`config.mk`:
```
export PLATFORM = sky130hd
export DESIGN_NAME = dbl_ctrl
export DESIGN_NICKNAME = d
export VERILOG_FILES = /design/src/dbl_pkg.sv /design/src/dbl_ctrl.sv
export VERILOG_INCLUDE_DIRS = /design/src /design/src/src
export SDC_FILE = /design/constraint.sdc
export NUM_CORES = 1
export LEC_CHECK = 0
export ABC_AREA = 1
export BUFFER_PORTS_ARGS = -buffer_cell sky130_fd_sc_hd__buf_4
export CORE_MARGIN = 4
export CORE_UTILIZATION = 50
export DETAILED_ROUTE_END_ITERATION = 16
export PLACE_DENSITY = 0.79
export REMOVE_ABC_BUFFERS = 1
export SLEW_MARGIN = 20
export SYNTH_ARGS = -nofsm -noshare
export SYNTH_HDL_FRONTEND = slang
export SYNTH_SLANG_ARGS = --single-unit
```
`constraint.sdc`:
```
create_clock -name clk_i -period 1.83 [get_ports clk_i]
set_input_delay 0.183 -clock clk_i [delete_from_list [all_inputs] [get_ports clk_i]]
set_output_delay 0.183 -clock clk_i [all_outputs]
set_load 0.02 [all_outputs]
```
`src/drainage_basin_labeler_defines.svh`:
```
// ----------------------------------------------------------------------------
// drainage basin labeler assertion macros
// shared property forms for the labeler's concurrent checks
// ----------------------------------------------------------------------------
`ifndef DRAINAGE_BASIN_LABELER_DEFINES_SVH
`define DRAINAGE_BASIN_LABELER_DEFINES_SVH

// same-cycle implication, clocked on clk_i, off while rst_ni is low
`define DBL_ASSERT_NOW(lbl, ante, cons, msg) \
  lbl: assert property (@(posedge clk_i) disable iff (!rst_ni) (ante) |-> (cons)) \
    else $error(msg);

// next-cycle implication, clocked on clk_i, off while rst_ni is low
`define DBL_ASSERT_NEXT(lbl, ante, cons, msg) \
  lbl: assert property (@(posedge clk_i) disable iff (!rst_ni) (ante) |=> (cons)) \
    else $error(msg);

`endif

```
`src/dbl_pkg.sv`:
```
// ----------------------------------------------------------------------------
// dbl_pkg
// types and constants shared by the drainage basin labeler modules
// ----------------------------------------------------------------------------
`timescale 1ns / 1ps
`default_nettype none

package dbl_pkg;

  localparam int OPCODE_W   = 2;
  localparam int IN_ROW_W   = 6;
  localparam int IN_COL_W   = 6;
  localparam int IN_HEIGHT_W = 16;
  localparam int LABEL_W    = 12;
  localparam int STATUS_W   = 2;
  localparam int STORE_W    = 13;   // stored label + 1, zero is unlabeled
  localparam int CFG_W      = 7;
  localparam int CFG_IDX_W  = 1;
  localparam int CMP_W      = 9;    // holds any grid size up to 256
  localparam int S_TDATA_W  = 32;
  localparam int M_TDATA_W  = 16;

  localparam logic [CFG_W-1:0] ROWS_RESET = 7'd64;
  localparam logic [CFG_W-1:0] COLS_RESET = 7'd64;

  localparam logic [CFG_IDX_W-1:0] CFG_ROWS = 1'b0;
  localparam logic [CFG_IDX_W-1:0] CFG_COLS = 1'b1;

  typedef enum logic [OPCODE_W-1:0] {
    OP_WRITE = 2'd0,
    OP_RUN   = 2'd1,
    OP_READ  = 2'd2,
    OP_NOP   = 2'd3
  } op_e;

  typedef enum logic [STATUS_W-1:0] {
    ST_OK    = 2'd0,
    ST_RANGE = 2'd1,
    ST_UNLAB = 2'd2
  } status_e;

  typedef enum logic [1:0] {
    DIR_N = 2'd0,
    DIR_W = 2'd1,
    DIR_E = 2'd2,
    DIR_S = 2'd3
  } dir_e;

  // controller to datapath
  typedef struct packed {
    logic res_ok;
    logic res_range;
    logic res_rd;
    logic in_wr;
    logic in_rd;
    logic clr_init;
    logic clr_step;
    logic scan_init;
    logic scan_rd;
    logic scan_step;
    logic walk_from_scan;
    logic walk_rd;
    logic walk_to_nb;
    logic lab_wr;
    logic found_from_lab;
    logic found_from_next;
    logic nb_init;
    logic nb_rd;
    logic nb_cmp;
    logic nb_inc;
  } cmd_t;

  // datapath to controller
  typedef struct packed {
    logic out_free;
    logic in_inb;
    logic clr_last;
    logic grid_empty;
    logic scan_last;
    logic lab_nz;
    logic nb_inb;
    logic dir_last;
    logic has_lower;
  } sts_t;

endpackage

`default_nettype wire

```
`src/dbl_ctrl.sv`:
```
// ----------------------------------------------------------------------------
// dbl_ctrl
// sequencer for commands, clearing sweep and descent-path walks
// ----------------------------------------------------------------------------
`timescale 1ns / 1ps
`default_nettype none
`include "drainage_basin_labeler_defines.svh"

module dbl_ctrl (
  input  wire logic                            clk_i,
  input  wire logic                            rst_ni,
  input  wire logic                            s_tvalid_i,
  input  wire logic [dbl_pkg::OPCODE_W-1:0]    opcode_i,
  output logic                                 s_tready_o,
  input  wire dbl_pkg::sts_t                   sts_i,
  output dbl_pkg::cmd_t                        cmd_o
);
  import dbl_pkg::*;

  typedef enum logic [10:0] {
    S_CLR      = 11'b000_0000_0001,
    S_IDLE     = 11'b000_0000_0010,
    S_RDOUT    = 11'b000_0000_0100,
    S_SCAN_RD  = 11'b000_0000_1000,
    S_SCAN_CHK = 11'b000_0001_0000,
    S_WALK_RD  = 11'b000_0010_0000,
    S_WALK_CHK = 11'b000_0100_0000,
    S_NB_RD    = 11'b000_1000_0000,
    S_NB_CMP   = 11'b001_0000_0000,
    S_DESC     = 11'b010_0000_0000,
    S_DONE     = 11'b100_0000_0000
  } state_e;

  state_e state_q, state_d;
  logic   run_q, run_d;
  logic   retrace_q, retrace_d;
  logic   accept;

  assign s_tready_o = (state_q == S_IDLE) && sts_i.out_free;
  assign accept     = s_tvalid_i && s_tready_o;

  always_comb begin
    cmd_o     = '0;
    state_d   = state_q;
    run_d     = run_q;
    retrace_d = retrace_q;
    case (state_q)
      S_CLR: begin
        cmd_o.clr_step = 1'b1;
        if (sts_i.clr_last) begin
          if (!run_q) begin
            state_d = S_IDLE;
          end else if (sts_i.grid_empty) begin
            state_d = S_DONE;
          end else begin
            state_d = S_SCAN_RD;
          end
        end
      end
      S_IDLE: begin
        if (accept) begin
          case (opcode_i)
            OP_WRITE: begin
              if (sts_i.in_inb) begin
                cmd_o.in_wr  = 1'b1;
                cmd_o.res_ok = 1'b1;
              end else begin
                cmd_o.res_range = 1'b1;
              end
            end
            OP_READ: begin
              if (sts_i.in_inb) begin
                cmd_o.in_rd = 1'b1;
                state_d     = S_RDOUT;
              end else begin
                cmd_o.res_range = 1'b1;
              end
            end
            OP_RUN: begin
              cmd_o.clr_init  = 1'b1;
              cmd_o.scan_init = 1'b1;
              run_d           = 1'b1;
              state_d         = S_CLR;
            end
            default: begin
              cmd_o.res_ok = 1'b1;
            end
          endcase
        end
      end
      S_RDOUT: begin
        cmd_o.res_rd = 1'b1;
        state_d      = S_IDLE;
      end
      S_SCAN_RD: begin
        cmd_o.scan_rd = 1'b1;
        state_d       = S_SCAN_CHK;
      end
      S_SCAN_CHK: begin
        if (sts_i.lab_nz) begin
          if (sts_i.scan_last) begin
            state_d = S_DONE;
          end else begin
            cmd_o.scan_step = 1'b1;
            state_d         = S_SCAN_RD;
          end
        end else begin
          cmd_o.walk_from_scan = 1'b1;
          retrace_d            = 1'b0;
          state_d              = S_WALK_RD;
        end
      end
      S_WALK_RD: begin
        cmd_o.walk_rd = 1'b1;
        state_d       = S_WALK_CHK;
      end
      S_WALK_CHK: begin
        if (sts_i.lab_nz) begin
          if (!retrace_q) begin
            // path ran into a labelled cell: take its label, go back to the start
            cmd_o.found_from_lab = 1'b1;
            cmd_o.walk_from_scan = 1'b1;
            retrace_d            = 1'b1;
            state_d              = S_WALK_RD;
          end else if (sts_i.scan_last) begin
            state_d = S_DONE;
          end else begin
            cmd_o.scan_step = 1'b1;
            state_d         = S_SCAN_RD;
          end
        end else begin
          cmd_o.lab_wr  = retrace_q;
          cmd_o.nb_init = 1'b1;
          state_d       = S_NB_RD;
        end
      end
      S_NB_RD: begin
        if (sts_i.nb_inb) begin
          cmd_o.nb_rd = 1'b1;
          state_d     = S_NB_CMP;
        end else if (sts_i.dir_last) begin
          state_d = S_DESC;
        end else begin
          cmd_o.nb_inc = 1'b1;
        end
      end
      S_NB_CMP: begin
        cmd_o.nb_cmp = 1'b1;
        if (sts_i.dir_last) begin
          state_d = S_DESC;
        end else begin
          cmd_o.nb_inc = 1'b1;
          state_d      = S_NB_RD;
        end
      end
      S_DESC: begin
        if (sts_i.has_lower) begin
          cmd_o.walk_to_nb = 1'b1;
          state_d          = S_WALK_RD;
        end else if (!retrace_q) begin
          // new sink: next free label
          cmd_o.found_from_next = 1'b1;
          cmd_o.walk_from_scan  = 1'b1;
          retrace_d             = 1'b1;
          state_d               = S_WALK_RD;
        end else if (sts_i.scan_last) begin
          state_d = S_DONE;
        end else begin
          cmd_o.scan_step = 1'b1;
          state_d         = S_SCAN_RD;
        end
      end
      S_DONE: begin
        cmd_o.res_ok = 1'b1;
        run_d        = 1'b0;
        state_d      = S_IDLE;
      end
      default: begin
        state_d = S_IDLE;
      end
    endcase
  end

  always_ff @(posedge clk_i or negedge rst_ni) begin
    if (!rst_ni) begin
      state_q   <= S_CLR;
      run_q     <= 1'b0;
      retrace_q <= 1'b0;
    end else begin
      state_q   <= state_d;
      run_q     <= run_d;
      retrace_q <= retrace_d;
    end
  end

  `DBL_ASSERT_NOW(a_lab_wr_retrace, cmd_o.lab_wr, retrace_q, "label write outside retrace")
  `DBL_ASSERT_NEXT(a_run_clears, accept && (opcode_i == OP_RUN), state_q == S_CLR,
                   "run did not start with a clearing sweep")
  `DBL_ASSERT_NEXT(a_read_result, cmd_o.in_rd, cmd_o.res_rd, "label read not followed by result")

endmodule

`default_nettype wire

```
==> summary.txt <==
Power and ir drop
  – Clock Power Share: 0.208
  – LEAKAGE: 0.000897 µW
  – Worst VDD drop: 421 µV
  – Tot Pwr: 906 µW
  – Switch Pwr: 353 µW
  – Switching part of the total: 0.390
  – Pwr Density: 564 nW/µm²
  – Seq pwr share: 0.356
  – Comb power frac: 0.436
  – Internal power: 553 µW

Timing
  – Final WS setup: -0.0995 ns
  – Tcrit/Tclk final: 1.05
  – Worst-case clock skew: 0.00700 ns
  – Crit path time final: 1.93 ns
  – Max-slew violations: 0
  – Fin. Hold Viols: 0
  – F_max: 518 MHz
  – Final setup TNS: -0.304 ns
  – RSZ-0062 raised after global routing: true
  – Final setup vio count: 8
  – Worst-margin pin slew: 0.360 ns
  – Rel. slew slack: 0.758

Clocking
  – Clock buffer depth: 2
  – Clk slew on worst S/H paths: 0.09 ns
  – Later-pin clock latency in the skew report: 0.29 ns
  – H-tree levels: 1
  – CTS tree: yes
  – Clock sinks: 13
  – Root Buffer: clkbuf_4
  – CTS buffer count: 3

Setup path
  – Crit Path Max Fanout: 3
  – Worst setup EP type: output pin
  – R2R Setup Slk: 0.13 ns
  – CP arrival: 1.75 ns
  – Worst Path Required: 1.65 ns
  – Type of origin of the critical path: flop
  – WS Path Type: flop to output pin

Floorplan
  – Core box area: 2000 µm²
  – Die Height: 54.5 µm
  – Starting Density: 0.540
  – DIE AREA: 2970 µm²
  – Die W: 54.5 µm
  – IO Count: 35
  – Row count: 16

Place
  – GPL Wtd Cong: 0.883
  – Placed cell areas: 1360 µm²
  – # port buffers: 34
  – Dpl hpwl: 2290 µm
  – Inst Count DP: 212

Final layout
  – Nets: 220
  – Layout Cells excl Fill: 232
  – Core Util, Final: 0.802
  – Commonest non-fill, non-tap cell in the layout: buf_4
  – Post-route cell area: 1610 µm²
  – P&R area growth vs syn: 48.5%
  – Share of cells above drive strength 1: 0.459
  – Most frequent cells in the layout: buf_4, inv_1, nand2_1
  – Antenna diodes: 0

Detailed routing
  – Avg WL per Cell: 13.6 µm
  – Post-Route WL: 3160 µm
  – Met3 WL: 221 µm
  – TritonRoute pass-1 iters: 4
  – DR iter-0 viols: 16
  – Vias per inst: 5.08
  – WL met2: 1700 µm
  – Post-DRT Antenna Nets: 0
  – WL met1: 1200 µm
  – Drc violations: 0
  – Total number of vias: 1179
  – Top Metal Used: met4

Logic synthesis
  – Synth top area share: 0.278
  – Seq/Total Area, Yosys: 0.302
  – Synth Instances: 152
  – Yosys reg bits: 13
  – Synth warn: 0
  – Post-synth cell types: 25
  – Cell accounting for the most synthesized area: dfrtp_1
  – Mapped Avg Cell Area: 7.11 µm²
  – Cells taking the most area after synthesis: dfrtp_1, inv_1, nand2_1
  – Synthesized area: 1080 µm²

Outcome
  – Failing checks: negative setup slack
  – Outcome: complete, but fails checks

Hold path
  – Hold Path Class: input port to flop

Run
  – Max Cap Violations: 0

Global route
  – Largest net degree at the start of global routing: 14
  – First-pass GRT wire length: 4860 µm
  – Vias in the first global route: 1138
  – Initial antenna violation count: 0
  – Gr ovfl total: 0
  – GR Util All Layers: 0.228
[metal layers]
layer | global-route usage | vias up
met5 | 0 | -
met4 | 0.0415 | 0
met3 | 0.0708 | 6
met2 | 0.416 | 42
met1 | 0.259 | 549
li1 | - | 582
[cell families after synthesis]
group,after synthesis,synth area share
AOI/OAI and AO/OA,8,0.0637
buffers and inverters,32,0.115
and+or+nand+nor,99,0.520
DFF,13,0.302
[per-stage QoR]
step                worst slack (ns)  hold WS [ns]
floorplan                      0.110        -0.113
global placement               0.221        0.0355
detailed placement             0.177        0.0392
CTS                          -0.0688         0.163
global route                  -0.152         0.167
finish                       -0.0995         0.166
[worst max-delay path: stages, from the launching register on]
cell	delay [ns]
dfrtp_1	0.42
nor2_4	0.16
buf_4	0.13
nand3_2	0.09
nor3_2	0.26
nand2_2	0.12
a21oi_4	0.15
buf_6	0.13
[final cells by class]
cell class,count,area [µm²]
multi-input combinational,107,698
sequential,13,327
timing repair buffer,50,404
tap,27,33.8
clock buffer,4,26.3
inverter,31,116
fill,143,397
[Yosys cell counts (all sizes together)]
cell type,n
a21oi,5
o21a,1
nor3,5
nand3b,2
nor4,1
nand3,17
dfstp,1
nand4,3
buf,1
inv,31
dfrtp,12
and3,2
nand2,38
nor2,31
o31ai,1
o21ai,1
[registers in the layout (all words and copies together), names as in the netlist]
| register | cells |
|---|---|
| retrace_q | 1 |
| state_q | 11 |
| run_q | 1 |
[timing repair]
action                                  4_1_cts  5_1_grt
pin swaps                                    10        2
resized for setup                             9       17
buffers inserted                             10        5
endpoints found under the setup margin        9       13
endpoints found under the hold margin        13        0
hold buffers                                  1        0
[path summary, 6_finish.rpt]
check | depth (start not counted) | end | from
worst max-delay path | 7 | cmd_o[10] | state_q[7]
worst min-delay path | 3 | state_q[9] | sts_i[1]
worst max register to register | 10 | retrace_q | state_q[7]
worst min register to register | 1 | run_q | run_q
max in group asynchronous | 2 | state_q[0] | rst_ni
min in group asynchronous | 2 | state_q[4] | rst_ni
[power by group through the flow]
stage | registers [µW] | logic [µW] | clock network (µW)
4_1_cts | 320 | 362 | 185
5_1_grt | 325 | 430 | 204
3_3_place_gp | 322 | 307 | 0
6_report | 322 | 395 | 188
2_1_floorplan | 321 | 230 | 0
3_5_place_dp | 323 | 315 | 0
Note: power is estimated with default switching activity, not from simulation.
